`config.mk`:
```
export PLATFORM = sky130hd
export DESIGN_NAME = ic_cell
export DESIGN_NICKNAME = d
export VERILOG_FILES = /design/src/hdl/ic_pkg.sv /design/src/hdl/ic_cell.sv
export SDC_FILE = /design/constraint.sdc
export NUM_CORES = 1
export LEC_CHECK = 0
export ABC_AREA = 1
export BUFFER_PORTS_ARGS = -buffer_cell sky130_fd_sc_hd__buf_2
export CORE_ASPECT_RATIO = 0.75
export CORE_MARGIN = 5
export CORE_UTILIZATION = 26
export DETAILED_ROUTE_END_ITERATION = 12
export HOLD_SLACK_MARGIN = 0.06
export PLACE_DENSITY = 0.43
export SYNTH_ARGS = -nofsm -noshare
export SYNTH_HDL_FRONTEND = slang
export SYNTH_SLANG_ARGS = --single-unit
```
`constraint.sdc`:
```
create_clock -name clk -period 7.5 [get_ports clk]
set_clock_uncertainty 0.1 [all_clocks]
set_input_delay 0.75 -clock clk [delete_from_list [all_inputs] [get_ports clk]]
set_output_delay 0.75 -clock clk [all_outputs]
set_load 0.02 [all_outputs]
```
`src/hdl/ic_pkg.sv`:
```
// Shared constants and the token type that travels along the compare row.
package ic_pkg;

	localparam int MAX_LEN    = 256;
	localparam int VALUE_BITS = 32;
	localparam int DATA_W     = 32;
	localparam int TOTAL_W    = 15;
	localparam int CNT_W      = $clog2(MAX_LEN);
	localparam int OUT_DATA_W = 16;

	localparam logic [TOTAL_W-1:0] TOTAL_MAX = {TOTAL_W{1'b1}};

	// One element on its way down the row, with the count gathered so far.
	typedef struct packed {
		logic                  valid;
		logic                  last;
		logic                  stored;
		logic [VALUE_BITS-1:0] key;
		logic [CNT_W-1:0]      cnt;
	} token_t;

endpackage

```
`src/hdl/ic_cell.sv`:
```
// One compare cell: holds one stored element and counts passing tokens against it.
module ic_cell import ic_pkg::*; (
	input  logic   clk,
	input  logic   arst_n,
	input  logic   en,
	input  token_t tok_in,
	output token_t tok_out
);

	logic                  occ_q;
	logic [VALUE_BITS-1:0] val_q;
	logic                  valid_q;
	logic                  last_q;
	logic                  stored_q;
	logic [VALUE_BITS-1:0] key_q;
	logic [CNT_W-1:0]      cnt_q;
	logic                  gt;
	logic                  place;
	token_t                tok_nxt;

	assign gt    = tok_in.valid && occ_q && ($signed(val_q) > $signed(tok_in.key));
	assign place = tok_in.valid && !occ_q && !tok_in.stored;

	always_comb begin
		tok_nxt        = tok_in;
		tok_nxt.cnt    = tok_in.cnt + CNT_W'(gt);
		tok_nxt.stored = tok_in.stored | place;
	end

	always_ff @(posedge clk or negedge arst_n) begin
		if (!arst_n) begin
			occ_q   <= 1'b0;
			valid_q <= 1'b0;
		end else if (en) begin
			valid_q <= tok_nxt.valid;
			// the last element of a run empties the cell behind it
			if (tok_in.valid && tok_in.last) begin
				occ_q <= 1'b0;
			end else if (place) begin
				occ_q <= 1'b1;
			end
		end
	end

	always_ff @(posedge clk) begin
		if (en) begin
			last_q   <= tok_nxt.last;
			stored_q <= tok_nxt.stored;
			key_q    <= tok_nxt.key;
			cnt_q    <= tok_nxt.cnt;
			if (place && !tok_in.last) begin
				val_q <= tok_in.key;
			end
		end
	end

	always_comb begin
		tok_out.valid  = valid_q;
		tok_out.last   = last_q;
		tok_out.stored = stored_q;
		tok_out.key    = key_q;
		tok_out.cnt    = cnt_q;
	end

endmodule

```
==> flow_summary.json <==
{
  "yosysMostFrequentCell": "edfxtp_1",
  "cts_resized": 0,
  "totalWireLength_mm": 6.44,
  "timing.fmax_ghz": 0.348,
  "diodes": 0,
  "areaGrowthSynthToFinish_pct": 27.6,
  "synthesis.area_um2": 3360,
  "firstDrtPassIters": 4,
  "layout-drive-gt1-share": 0.316,
  "routedWlPerCell_um": 12.3,
  "required_ps": 7470,
  "cp.arrival_ps": 2850,
  "drtIter0Drc": 52,
  "path_max_fanout": 4,
  "tritoncts": "done",
  "syn_nets": 333,
  "worst_slew_margin_rel": 0.343,
  "dieArea_um2": 15300,
  "synthTopCellsByCount": "edfxtp_1, inv_1, nand2_1",
  "whs_ps": 96.9,
  "io_buffers": 88,
  "fin_cells": 525,
  "ys_async_sr_fraction": 0.0263,
  "min_path_type": "in -> async",
  "tns_ps": 0,
  "synth.top_cell.area_share": 0.661,
  "routed_via_density": 3.89,
  "ir_worst_vdd_uv": 116,
  "grt_max_degree": 46,
  "insertion_delay_ps": 330,
  "clk_pin_slew_ps": 60,
  "initial_core_util": 0.262,
  "synthCells": 253,
  "final_antenna_net_count": 0,
  "cts_buffer_depth": 2,
  "status": "completed",
  "finalCritPeriodShare": 0.384,
  "hold_viol_final": 0,
  "root_buffer": "clkbuf_16",
  "core-area_um2": 12800,
  "fin_nets": 430,
  "synth-edff-count": 74,
  "maxCapViolations": 0,
  "tightest_slew_ps": 984,
  "dieWidth_um": 141,
  "first_global_vias": 2007,
  "slew_violations": 0,
  "clock_sinks": 76,
  "synth-seq-cells": 76,
  "path_class": "in -> reg",
  "period_minus_slack_ps": 2880,
  "worstRegToRegCells": 14,
  "rsz0062_at_grt": "false",
  "p_per_area_nw_per_um2": 238,
  "rows": 36,
  "ys_top_cells_by_area": "edfxtp_1, ha_1, inv_1",
  "antenna_found_initial": 0,
  "place_inst": 510,
  "place.gp.congestion": 0.679,
  "cts.hold.buffers_added": 0,
  "pin_count": 89,
  "yosysUniqueCellTypes": 25,
  "synth_largest_area_cell": "edfxtp_1",
  "postCtsSetupRepairBufs": 0,
  "ys_seq_area_frac": 0.676,
  "drc": 0,
  "hpwl_mm": 4.66,
  "track_usage": 0.0877,
  "fill_cells": 1311,
  "syn_area_per_cell_um2": 13.3,
  "htree_levels": 3,
  "synth_flop_cell": "edfxtp_1",
  "finalSetupViolations": 0,
  "critPathLaunchType": "primary input",
  "leakage_nw": 1.92,
  "ys_warn_count": 0,
  "vias": 2040,
  "grt_pass1_wl_mm": 10.2,
  "crit_path_end_kind": "register",
  "grt_overflow": 0,
  "chipHeight_um": 108,
  "cts_inserted_buffers": 9
}
==> per-stage QoR <==
step           area [µm²]  power (mW)  worst slack [ps]  utilization
3_3_place_gp         4010       0.613              4220        0.312
6_report             4290        1.02              4620        0.334
5_1_grt              4290        1.07              4380        0.334
2_1_floorplan        3360       0.566              4670            -
4_1_cts              4290        1.04              4560        0.334
3_5_place_dp         4010       0.614              4210        0.312
==> placed cells by master (no fill, tap or decap), types with 2 or more instances in the layout <==
cell type  synthesis  routed
a21oi_1           14      14
buf_2              0      88
edfxtp_1          74      74
inv_2              3       3
clkinv_2           0       3
ha_1              34      34
nand2_1           41      41
clkbuf_16          0       9
clkinv_1           1       2
nand3_1            6       6
inv_1             42      42
nand4_1            2       2
dfrtp_1            2       2
nor2_1            13      12
xor2_1             5       5
o21ai_0            2       2
==> flip-flops by register name, indices dropped and copies added (netlist names) <==
signal / cells
cnt_q: 8
key_q: 32
last_q: 1
occ_q: 1
stored_q: 1
val_q: 32
valid_q: 1
==> kinds of logic after synthesis <==
kind of cell / after synthesis / share of synthesized area
flip-flops: 76 / 0.676
AND/OR/NAND/NOR: 66 / 0.0819
buffers and inverters: 49 / 0.0581
adder cells (fa/ha/maj): 34 / 0.127
AO/OA/AOI/OAI: 21 / 0.0384
XOR/XNOR: 6 / 0.0156
multiplexers: 1 / 0.00335
==> report_power, final <==
group	internal (mW)	switching [mW]
combinational	0.0365	0.0670
sequential	0.493	0.00557
clock	0.253	0.166
==> path summary, 6_finish.rpt <==
check	start	to	slack, ps
worst max register to register	val_q[31]	cnt_q[6]	4810
min in group clk	valid_q	valid_q	390
worst min register to register	valid_q	valid_q	390
max in group asynchronous	arst_n	valid_q	7100
worst max-delay path	tok_in[39]	cnt_q[6]	4620
worst min-delay path	arst_n	occ_q	100
==> routing by layer <==
metal  share of wire  global-route usage
met3           0.063              0.0371
met1            0.50               0.117
met4           0.013              0.0373
met2            0.42               0.124
met5               0                   0
==> critical path: stages <==
cell and delay, ps:
buf_2 100, inv_1 40, ha_1 340, nand2_1 100, nor2_2 140, nand2_2 90, nor3b_2 230, nand2_1 100
nand3_1 70, nand2_1 50, nor2_1 90, ha_1 180, ha_1 180, nand3_1 110, nor3_1 180, xor2_1 90
==> area by class of cell <==
| class | instances | area [µm²] | area share |
|---|---|---|---|
| flip-flops and latches | 76 | 2270 | 0.530 |
| multi-input cells | 128 | 901 | 0.210 |
| repair buffers | 89 | 448 | 0.104 |
| clock buffers | 9 | 225 | 0.0525 |
| well taps | 171 | 214 | 0.0499 |
| inverters | 46 | 173 | 0.0403 |
| clock inverters | 6 | 56.3 | 0.0131 |
(Power assumes the default switching activity.)
