==> src/hdl/ic_pkg.sv <==
// Shared constants and the token type that travels along the compare row.
package ic_pkg;

	localparam int MAX_LEN    = 256;
	localparam int VALUE_BITS = 32;
	localparam int DATA_W     = 32;
	localparam int TOTAL_W    = 15;
	localparam int CNT_W      = $clog2(MAX_LEN);
	localparam int OUT_DATA_W = 16;

	localparam logic [TOTAL_W-1:0] TOTAL_MAX = {TOTAL_W{1'b1}};

	// One element on its way down the row, with the count gathered so far.
	typedef struct packed {
		logic                  valid;
		logic                  last;
		logic                  stored;
		logic [VALUE_BITS-1:0] key;
		logic [CNT_W-1:0]      cnt;
	} token_t;

endpackage

==> src/hdl/ic_tail.sv <==
// End of the row: accumulates counts, flags dropped elements and holds the result.
module ic_tail import ic_pkg::*; (
	input  logic                  clk,
	input  logic                  arst_n,
	input  token_t                tok,
	output logic                  en,
	output logic                  out_valid,
	input  logic                  out_ready,
	output logic [TOTAL_W-1:0]    out_inversions,
	output logic                  out_overflow
);

	logic [TOTAL_W-1:0] total_q;
	logic               ovf_q;
	logic               out_valid_q;
	logic [TOTAL_W:0]   sum;
	logic [TOTAL_W-1:0] total_nxt;
	logic               ovf_nxt;

	// hold the row only when a finished run meets a result not yet taken
	assign en = !(out_valid_q && !out_ready && tok.valid && tok.last);

	always_comb begin
		sum       = {1'b0, total_q} + (TOTAL_W + 1)'(tok.stored ? tok.cnt : '0);
		total_nxt = (sum > {1'b0, TOTAL_MAX}) ? TOTAL_MAX : sum[TOTAL_W-1:0];
		ovf_nxt   = ovf_q | !tok.stored;
	end

	always_ff @(posedge clk or negedge arst_n) begin
		if (!arst_n) begin
			total_q     <= '0;
			ovf_q       <= 1'b0;
			out_valid_q <= 1'b0;
		end else begin
			if (out_valid_q && out_ready) begin
				out_valid_q <= 1'b0;
			end
			if (en && tok.valid) begin
				if (tok.last) begin
					total_q     <= '0;
					ovf_q       <= 1'b0;
					out_valid_q <= 1'b1;
				end else begin
					total_q <= total_nxt;
					ovf_q   <= ovf_nxt;
				end
			end
		end
	end

	always_ff @(posedge clk) begin
		if (en && tok.valid && tok.last) begin
			out_inversions <= total_nxt;
			out_overflow   <= ovf_nxt;
		end
	end

	assign out_valid = out_valid_q;

endmodule

==> config.mk <==
export PLATFORM = sky130hd
export DESIGN_NAME = ic_tail
export DESIGN_NICKNAME = d
export VERILOG_FILES = /design/src/hdl/ic_pkg.sv /design/src/hdl/ic_tail.sv
export SDC_FILE = /design/constraint.sdc
export NUM_CORES = 1
export LEC_CHECK = 0
export BUFFER_PORTS_ARGS = -buffer_cell sky130_fd_sc_hd__buf_2
export CORE_MARGIN = 3
export CORE_UTILIZATION = 41
export CTS_BUF_LIST = sky130_fd_sc_hd__clkbuf_4 sky130_fd_sc_hd__clkbuf_8
export DETAILED_ROUTE_END_ITERATION = 8
export PLACE_DENSITY = 0.69
export REMOVE_ABC_BUFFERS = 1
export SETUP_SLACK_MARGIN = 0.1
export SYNTH_ARGS = -nofsm -noshare
export SYNTH_HDL_FRONTEND = slang
export SYNTH_SLANG_ARGS = --single-unit
==> constraint.sdc <==
create_clock -name clk -period 2.1 [get_ports clk]
set_input_delay 0.105 -clock clk [delete_from_list [all_inputs] [get_ports clk]]
set_output_delay 0.105 -clock clk [all_outputs]
set_load 0.005 [all_outputs]
==> results.tsv, run 1 <==
metric	value	unit
clock share of power	25.9	%
syn avg cell area	9.92	um^2
# IOs	64	
Placement Rows	24	
Tightest Pin Transition	429	ps
Post-Route Utilization	61.2	%
Worst EP arrival	2250	ps
synthesized netlist cell count	202	
final hold violation count	0	
nets	321	
Seq/Total Area, Yosys	45.2	%
Seq pwr share	41.5	%
GRT Overall Usage	17.6	%
Slew HR	71.4	%
CTS sink count	33	
flops & latches, synth	33	
worst-path maximum fanout	5	
antenna-violating nets left	0	
WL final	5180	um
Final Skew	5.57	ps
startpoint types	flop	
first-pass GRT wire length	8160	um
CTS root buffer	clkbuf_8	
Syn Std Cell Area	2000	um^2
final non-filler cell total	332	
max-cap violations	0	
Net Switching	0.602	mW
largest net degree at the start of global routing	18	
DRC Markers	0	
routed length per instance	15.6	um
first drt pass iteration count	4	
TritonCTS clock tree	built	
P per Cell Area	720	nW/um^2
clock network latency to the later pin of the worst-skew pair	280	ps
status	complete, but fails checks	
dominant synthesized flop cell	dfrtp_1	
EDFF count, synth	16	
Finished Cell Area	2780	um^2
Max Slew Vio Count	0	
Starting Density	44.2	%
# diodes	0	
DP HPWL	3520	um
CTS Buf Count	5	
vias in the first global route	1729	
H-tree levels	2	
Yosys cell types	53	
Hold Path Class	primary input to flop	
Worst VDD drop	0.337	mV
CP required	2220	ps
total leakage power	1.21	nW
routability cong.	0.822	
Int Power	1.40	mW
Vias	1777	
Worst-path clk slew	70	ps
Final Setup Violations	2	
Ys Warns	0	
fmax	0.470	GHz
RSZ-0062 raised after global routing	true	
Combinational Power Share	32.6	%
Switching Share	30.1	%
failing checks	negative setup slack	
share of layout cells above drive strength 1	39.3	%
Post-DP Area	2410	um^2
Async S/R FF share, synth	51.5	%
setup ws final	-28.7	ps
total gr overflow	0	
initial antenna violation count	0	
CTS Buffer Depth	2	
Die Width	75.9	um
Final Cycle Share	101	%
Die Span Y	75.9	um
final worst path period need	2130	ps
crit end category	flop	
Via density	5.35	
buffers added on ports	31	
die area	5760	um^2
Synth-to-Final Area Change	38.5	%
critical path type	flop to flop	
DR iter-0 viols	108	
Core Region	4530	um^2
placed cells	317	
[critical path, cell delays in order (launching register included)]
cell      delay [ps]
dfrtp_1          410
ha_4             170
fa_2             330
and4_4           170
a211o_1          270
a41o_4           260
a21boi_4         150
a31oi_1          210
[through the flow]
step	hold WS, ps	setup slack [ps]	total power, mW	TNS, ps
floorplan	-191	-125	1.13	-460
global placement	66.0	-164	1.33	-1210
detailed placement	76.2	-207	1.35	-1840
CTS	164	-16.5	1.91	-16.5
global route	179	-126	2.12	-536
finish	165	-28.7	2.00	-33.0
[timing repair]
action,4_1_cts,5_1_grt
pin swaps,9,17
setup buffers,3,4
hold buffers,1,0
endpoints found under the setup margin,27,29
hold endpoints to repair,17,0
gates resized for setup,15,24
[placed cells by master, fill, tap and decap left out, types with 3 or more instances in the layout]
cell,synthesis,final
buf_2,1,31
a21o_1,3,3
a211oi_2,0,3
and2_1,8,8
o211ai_1,4,4
nor2_1,7,7
dfrtp_1,17,16
buf_4,0,28
nand2_1,25,25
a21oi_2,1,6
o21ai_1,2,5
a21oi_1,21,15
edfxtp_1,16,16
inv_1,13,13
clkbuf_8,0,6
o21ai_0,14,11
nand3_1,5,5
xnor2_1,6,5
ha_4,0,8
[registers in the layout (all words and copies together) (netlist names)]
register        count
ovf_q               1
out_inversions     15
total_q            15
out_overflow        1
out_valid           1
[Yosys cell counts, types with 2 or more instances]
cell type	instances	share of area, %
xnor2_1	6	2.6
o211ai_1	4	1.5
nor2b_1	2	0.62
a211o_1	2	0.87
a31oi_1	2	0.62
nand3_1	5	1.2
inv_1	13	2.4
a211oi_1	4	1.5
a311oi_2	2	1.5
o21ai_0	14	3.5
xor2_1	2	0.87
mux2i_1	2	1.0
a21o_1	3	1.1
nand2_1	25	4.7
edfxtp_1	16	24
a21boi_0	2	0.75
dfrtp_1	17	21
buf_6	2	1.1
ha_1	8	5.0
o21ai_1	2	0.50
a21oi_1	21	5.2
clkbuf_1	2	0.37
and2b_1	2	0.75
nor2_1	7	1.3
nor3b_1	2	0.75
and2_1	8	2.5
[area by class of cell]
| class | count | area, um^2 |
|---|---|---|
| clock buffer | 8 | 97.6 |
| fill | 366 | 1760 |
| inverter | 13 | 48.8 |
| multi-input combinational | 149 | 1200 |
| sequential | 33 | 907 |
| tap | 65 | 81.3 |
| timing repair buffer | 64 | 438 |
[kinds of logic (layout without fill, tap and decap cells)]
logic type	Yosys count	in the layout	synth area share (%)
compound gates	66	66	22.3
simple gates	64	64	16.9
flops	33	33	45.2
buf+inv	20	85	5.18
fa+ha+maj	9	9	5.99
xor+xnor	8	8	3.50
mux	2	2	0.999
[layer usage]
metal,part of all wire (%),track usage (%),vias to the layer above
li1,-,-,866
met1,44,23.5,852
met2,50,28.5,48
met3,3.6,3.91,11
met4,2.0,5.43,0
met5,0,0,-
[power by group through the flow]
stage / logic [mW] / clock network [mW] / registers, mW
floorplan: 0.314 / 0 / 0.819
global placement: 0.511 / 0 / 0.821
detailed placement: 0.524 / 0 / 0.824
CTS: 0.568 / 0.528 / 0.817
global route: 0.720 / 0.560 / 0.837
finish: 0.651 / 0.518 / 0.830
[worst paths after layout]
check	slack (ps)	start	cells after the start	to
setup / recovery	-30	total_q[0]	7	out_inversions[12]
hold / removal	170	tok[41]	3	out_valid
setup reg to reg	-30	total_q[0]	7	out_inversions[12]
hold reg to reg	540	ovf_q	2	ovf_q
max in group asynchronous	1480	arst_n	2	total_q[1]
min in group asynchronous	290	arst_n	2	total_q[13]
Power figures use the tool's default switching activity.
==> run 2: changes to the inputs <==
--- a/config.mk
+++ b/config.mk
@@ -5,6 +5,7 @@
 export SDC_FILE = /design/constraint.sdc
 export NUM_CORES = 1
 export LEC_CHECK = 0
+export ABC_AREA = 1
 export BUFFER_PORTS_ARGS = -buffer_cell sky130_fd_sc_hd__buf_2
 export CORE_MARGIN = 3
 export CORE_UTILIZATION = 41
==> run 2 against run 1 <==
The flow now finishes without violations. Non-clock buffer count down 20. First-iteration DRC count down 45%. Die area up 2.0%. Sequential share of layout area up 3.7 points. Synthesized area up 2.2%.
==> results.tsv, run 2 <==
metric	value	unit	change
Seq/Total Area, Yosys	44.2	%	was 45.2%
routability cong.	0.932		was 0.822
Yosys cell types	24		was 53
Core Region	4790	um^2	was 4530 um^2
CTS sink count	33		unchanged
EDFF count, synth	16		unchanged
RSZ-0062 raised after global routing	false		was true
Async S/R FF share, synth	51.5	%	unchanged
Crit path max-delay family	flip-flops		was compound AO/OA/AOI/OAI gates
Placement Rows	25		was 24
most numerous cell in the Yosys netlist	nand2_1		unchanged
post-synth top area cell	edfxtp_1		unchanged
total leakage power	1.38	nW	was 1.21 nW
share of layout cells above drive strength 1	21.8	%	was 39.3%
final worst path period need	1880	ps	was 2130 ps
critical path, cell by cell	ha_1, nand2_1, inv_1, a21oi_1, nand2_2, a21oi_4, buf_12, buf_6, nand3_4		was ha_4, fa_2, and4_4, a211o_1, a41o_4, a21boi_4, a31oi_1
Combinational Power Share	22.2	%	was 32.6%
Critical path buffers and inverters	3		was 0
Synth area leaders	edfxtp_1 23%, dfrtp_1 21%, nand2_1 20%, inv_1 7.9%, nand3_1 5.9%		was edfxtp_1 24%, dfrtp_1 21%, a21oi_1 5.2%, ha_1 5.0%, nand2_1 4.7%
first-pass GRT wire length	7040	um	was 8160 um
Synth-to-Final Area Change	21.5	%	was 38.5%
Setup TNS	0	ps	was -33.0 ps
die area	5880	um^2	was 5760 um^2
first drt pass iteration count	4		unchanged
Vias	1775		was 1777
largest net degree at the start of global routing	18		unchanged
CTS root buffer	clkbuf_8		unchanged
routed length per instance	11.0	um	was 15.6 um
Final Setup Violations	0		was 2
clock network latency to the later pin of the worst-skew pair	280	ps	about the same
final hold violation count	0		unchanged
CP max-delay cell	dfrtp_1		unchanged
startpoint types	flop		unchanged
Switching Share	28.5	%	was 30.1%
crit end category	flop		unchanged
TritonCTS clock tree	built		unchanged
Seq pwr share	49.2	%	was 41.5%
DR iter-0 viols	59		was 108
Worst-path clk slew	60	ps	was 70 ps
worst-path maximum fanout	6		was 5
max incr delay on CP	390	ps	was 410 ps
Via density	4.63		was 5.35
CTS Buf Count	5		unchanged
synthesized netlist cell count	269		was 202
Max Slew Vio Count	0		unchanged
CTS Buffer Depth	2		unchanged
Starting Density	42.8	%	was 44.2%
post-synth top area share	23.5	%	was 24.0%
most frequent cells in the layout	109 x nand2_1, 43 x inv_1, 31 x buf_2, 23 x nand3_1, 17 x dfrtp_1		was 31 x buf_2, 28 x buf_4, 25 x nand2_1, 16 x edfxtp_1, 16 x dfrtp_1
Worst EP arrival	1910	ps	was 2250 ps
initial antenna violation count	0		unchanged
antenna-violating nets left	0		unchanged
P per Cell Area	634	nW/um^2	was 720 nW/um^2
Ys Warns	0		unchanged
WL final	4200	um	was 5180 um
fmax	0.531	GHz	was 0.470 GHz
flops & latches, synth	33		unchanged
Die Span Y	76.7	um	was 75.9 um
vias in the first global route	1604		was 1729
Fill cells	465		was 366
DP HPWL	3160	um	was 3520 um
nets	371		was 321
critical path type	flop to flop		unchanged
Syn Std Cell Area	2050	um^2	was 2000 um^2
CP required	2130	ps	was 2220 ps
total gr overflow	0		unchanged
Worst VDD drop	0.295	mV	was 0.337 mV
status	completed		was complete, but fails checks
Net Switching	0.449	mW	was 0.602 mW
dominant synthesized flop cell	dfrtp_1		unchanged
# diodes	0		unchanged
Die Width	76.7	um	was 75.9 um
Final Cycle Share	89.7	%	was 101%
buffers added on ports	31		unchanged
# IOs	64		unchanged
Slew HR	52.5	%	was 71.4%
commonest non-fill, non-tap cell in the layout	nand2_1		was buf_2
Final Skew	4.65	ps	was 5.57 ps
Post-Route Utilization	52.0	%	was 61.2%
H-tree levels	2		unchanged
clock share of power	28.6	%	was 25.9%
syn avg cell area	7.61	um^2	was 9.92 um^2
GRT Overall Usage	14.9	%	was 17.6%
Hold Path Class	primary input to flop		unchanged
Top Registers	out_inversions: 15 flops, total_q: 15 flops		unchanged
Int Power	1.13	mW	was 1.40 mW
Total Power	1.58	mW	was 2.00 mW
max-cap violations	0		unchanged
Tightest Pin Transition	712	ps	was 429 ps
most instantiated cells after synthesis	109 x nand2_1, 43 x inv_1, 24 x nand3_1		was 25 x nand2_1, 21 x a21oi_1, 17 x dfrtp_1
DRC Markers	0		unchanged
run 2: area by class of cell:
type	instances	area [um^2]	area share (%)
Clock buffer	6	76.3	3.07
Timing Repair Buffer	44	272	10.9
Inverter	44	165	6.64
Multi-Input combinational cell	188	982	39.5
Sequential cell	33	906	36.4
Tap cell	67	83.8	3.37
Clock inverter	1	3.75	0.151
run 2: what timing repair did:
item                       in CTS  in global routing
buffers inserted                2                  2
hold endpoints to repair       17                  0
setup endpoints to repair      13                 31
pin swaps                       1                  1
hold buffers                    1                  0
gates resized for setup         1                  5
run 2: per-layer routing:
metal  track usage, %  share of wire, %  vias to the layer above  wire length [um]
li1                 -                 -                      919                 -
met2             23.6                45                       39              1900
met3             3.99               5.1                        8               213
met4             6.34               2.0                        0                85
met1             19.2                48                      809              2000
met5                0                 0                        -                 0
run 2: worst paths after layout:
kind	slack (ps)	endpoint	cells past startpoint	startpoint
min	10	out_valid	2	out_ready
max in group asynchronous	1540	total_q[14]	2	arst_n
max reg2reg	220	out_inversions[10]	9	total_q[5]
max	220	out_inversions[10]	9	total_q[5]
min reg2reg	490	total_q[4]	2	total_q[4]
min in group asynchronous	280	total_q[7]	2	arst_n
run 2: power groups by stage:
stage | combinational (mW) | sequential [mW] | clock, mW
2_1_floorplan | 0.222 | 0.784 | 0
3_3_place_gp | 0.329 | 0.783 | 0
3_5_place_dp | 0.335 | 0.784 | 0
4_1_cts | 0.340 | 0.772 | 0.465
5_1_grt | 0.401 | 0.783 | 0.491
6_report | 0.351 | 0.776 | 0.451
run 2: cell families after synthesis:
group                      synth area share, %
buffers and inverters                     9.53
adders and majority gates                 5.86
AOI/OAI and AO/OA                         2.02
DFF                                       44.2
and+or+nand+nor                           36.2
xor gates and xnor gates                  2.14
run 2: per-stage QoR:
step           hold slack, ps  setup slack (ps)  instance area, um^2  std cells
5_1_grt                  22.0               105                 2490        383
3_3_place_gp             66.5              80.2                 2320        371
6_report                 9.55               216                 2490        383
3_5_place_dp             67.6              47.9                 2320        371
2_1_floorplan            -191              75.7                 2020        265
4_1_cts                  1.27               102                 2420        381
==> run 3: changes to the inputs <==
--- a/config.mk
+++ b/config.mk
@@ -7,6 +7,7 @@
 export LEC_CHECK = 0
 export ABC_AREA = 1
 export BUFFER_PORTS_ARGS = -buffer_cell sky130_fd_sc_hd__buf_2
+export CORE_ASPECT_RATIO = 0.75
 export CORE_MARGIN = 3
 export CORE_UTILIZATION = 41
 export CTS_BUF_LIST = sky130_fd_sc_hd__clkbuf_4 sky130_fd_sc_hd__clkbuf_8
==> run 3 against run 2 <==
Total power grew 4.2%. Die area grew 0.15%. Routed wire length grew 9.7%. Non-clock buffer count shrank 2. Critical path type unchanged. Largest cell class unchanged. Largest power group unchanged.
==> results.tsv, run 3 (same netlist as run 2, synthesis figures left out) <==
metric	value	unit	change
commonest non-fill, non-tap cell in the layout	nand2_1		unchanged
Max Slew Vio Count	0		unchanged
share of layout cells above drive strength 1	22.9	%	was 21.8%
fmax	0.511	GHz	was 0.531 GHz
Vias	1771		was 1775
Reg2Reg Capture Point	out_inversions[10]		unchanged
TritonCTS clock tree	built		unchanged
met3 WL post-DR	320	um	was 213 um
Die Width	87.6	um	was 76.7 um
metal1 wirelength	2220	um	was 2000 um
Via density	4.76		was 4.63
first drt pass iteration count	4		unchanged
final worst path period need	1960	ps	was 1880 ps
final hold violation count	0		unchanged
Final Skew	3.77	ps	was 4.65 ps
Worst-path clk slew	70	ps	was 60 ps
RSZ-0062 raised after global routing	true		was false
initial antenna violation count	0		unchanged
CTS Buffer Depth	2		unchanged
CP required	2140	ps	was 2130 ps
buffers added on ports	31		unchanged
hold depth	2		unchanged
routability cong.	0.886		was 0.932
Total Power	1.64	mW	was 1.58 mW
Setup TNS	0	ps	unchanged
worst reg-to-reg path cell count	8		was 9
R2R Setup Slk	140	ps	was 220 ps
max-cap violations	0		unchanged
worst-path maximum fanout	6		unchanged
antenna-violating nets left	0		unchanged
CTS root buffer	clkbuf_8		unchanged
Synth-to-Final Area Change	20.9	%	was 21.5%
Hold Path Sink	out_valid		unchanged
Placement Rows	21		was 25
nets	369		was 371
DP Worst Slack	75.4	ps	was 47.9 ps
crit end category	flop		unchanged
CTS sink count	33		unchanged
status	completed		unchanged
Tightest Pin Transition	423	ps	was 712 ps
setup ws final	142	ps	was 216 ps
routed length per instance	12.4	um	was 11.0 um
CTS Buf Count	5		unchanged
Top Registers	out_inversions: 15 flops, total_q: 15 flops		unchanged
Die Span Y	67.2	um	was 76.7 um
H-tree levels	2		unchanged
total leakage power	1.37	nW	was 1.38 nW
GRT Overall Usage	16.8	%	was 14.9%
vias in the first global route	1690		was 1604
top sig layer	met4		unchanged
Worst VDD drop	0.380	mV	was 0.295 mV
Worst EP arrival	1990	ps	was 1910 ps
# diodes	0		unchanged
die area	5890	um^2	was 5880 um^2
DP HPWL	3360	um	was 3160 um
DRC Markers	0		unchanged
Final Cycle Share	93.2	%	was 89.7%
metal2 WL	2040	um	was 1900 um
crit path from	total_q[4]		was total_q[5]
# IOs	64		unchanged
Slew HR	71.8	%	was 52.5%
largest net degree at the start of global routing	18		unchanged
Starting Density	44.3	%	was 42.8%
Final Setup Violations	0		unchanged
critical path type	flop to flop		unchanged
first-pass GRT wire length	7560	um	was 7040 um
Hold Path Class	primary input to flop		unchanged
startpoint types	flop		unchanged
most frequent cells in the layout	108 x nand2_1, 43 x inv_1, 31 x buf_2, 23 x nand3_1, 17 x dfrtp_1		was 109 x nand2_1, 43 x inv_1, 31 x buf_2, 23 x nand3_1, 17 x dfrtp_1
worst r2r src	total_q[4]		was total_q[5]
clock network latency to the later pin of the worst-skew pair	280	ps	about the same
P per Cell Area	664	nW/um^2	was 634 nW/um^2
Core Region	4620	um^2	was 4790 um^2
WL final	4610	um	was 4200 um
total gr overflow	0		unchanged
hold path start	out_ready		unchanged
DR iter-0 viols	131		was 59
[run 3: cell types whose count changed in the layout (fill, tap and decap cells not counted), sizes merged]
cell / change
buf: -2
clkbuf: +2
clkinv: -1
[run 3: routing by layer]
metal	vias up	GRT usage [%]
met2	51	26.0
met3	7	4.02
li1	919	-
met4	0	4.60
met1	794	23.7
met5	-	0
[run 3: worst max-delay path by stage]
stage | to | depth (start not counted)
6_report | out_inversions[10] | 8
2_1_floorplan | out_inversions[2] | 6
4_1_cts | out_inversions[6] | 8
3_5_place_dp | out_inversions[9] | 8
5_1_grt | out_inversions[14] | 8
3_3_place_gp | out_inversions[10] | 8
[run 3: where the power goes]
group	total, mW	switching (mW)	leakage (nW)	internal (mW)
Sequential	0.778	0.0331	0.385	0.745
Combinational	0.364	0.213	0.937	0.151
Clock	0.502	0.227	0.0498	0.274
Total	1.64	0.474	1.37	1.17
[run 3: critical path, cell delays in order (launching register included)]
cell and delay, ps:
dfrtp_1 390, ha_1 360, nand2_1 90, nand2_1 90, a21oi_2 160, nand2_2 100, a21oi_4 280, buf_6 190
nand3_4 60
[run 3: final cells by class]
class	instances	area, um^2
Inverter	44	165
Clock buffer	8	91.3
Multi-Input combinational cell	188	991
Timing Repair Buffer	42	251
Tap cell	57	71.3
Sequential cell	33	906
Fill cell	433	2150
[run 3: metrics by stage]
stage	instance area [um^2]	instances	hold slack, ps	util, %
after global routing	2480	372	18.2	53.5
after global placement	2300	361	61.2	49.8
after CTS	2430	372	2.35	52.5
final	2480	372	11.6	53.5
after floorplan	2020	265	-191	-
after detailed placement	2300	361	72.5	49.8
[run 3: repair_timing]
item	4_1_cts	5_1_grt
hold buffers	1	0
pin swaps	1	2
buffers inserted	2	0
endpoints found under the setup margin	15	29
gates resized for setup	2	10
endpoints found under the hold margin	17	0
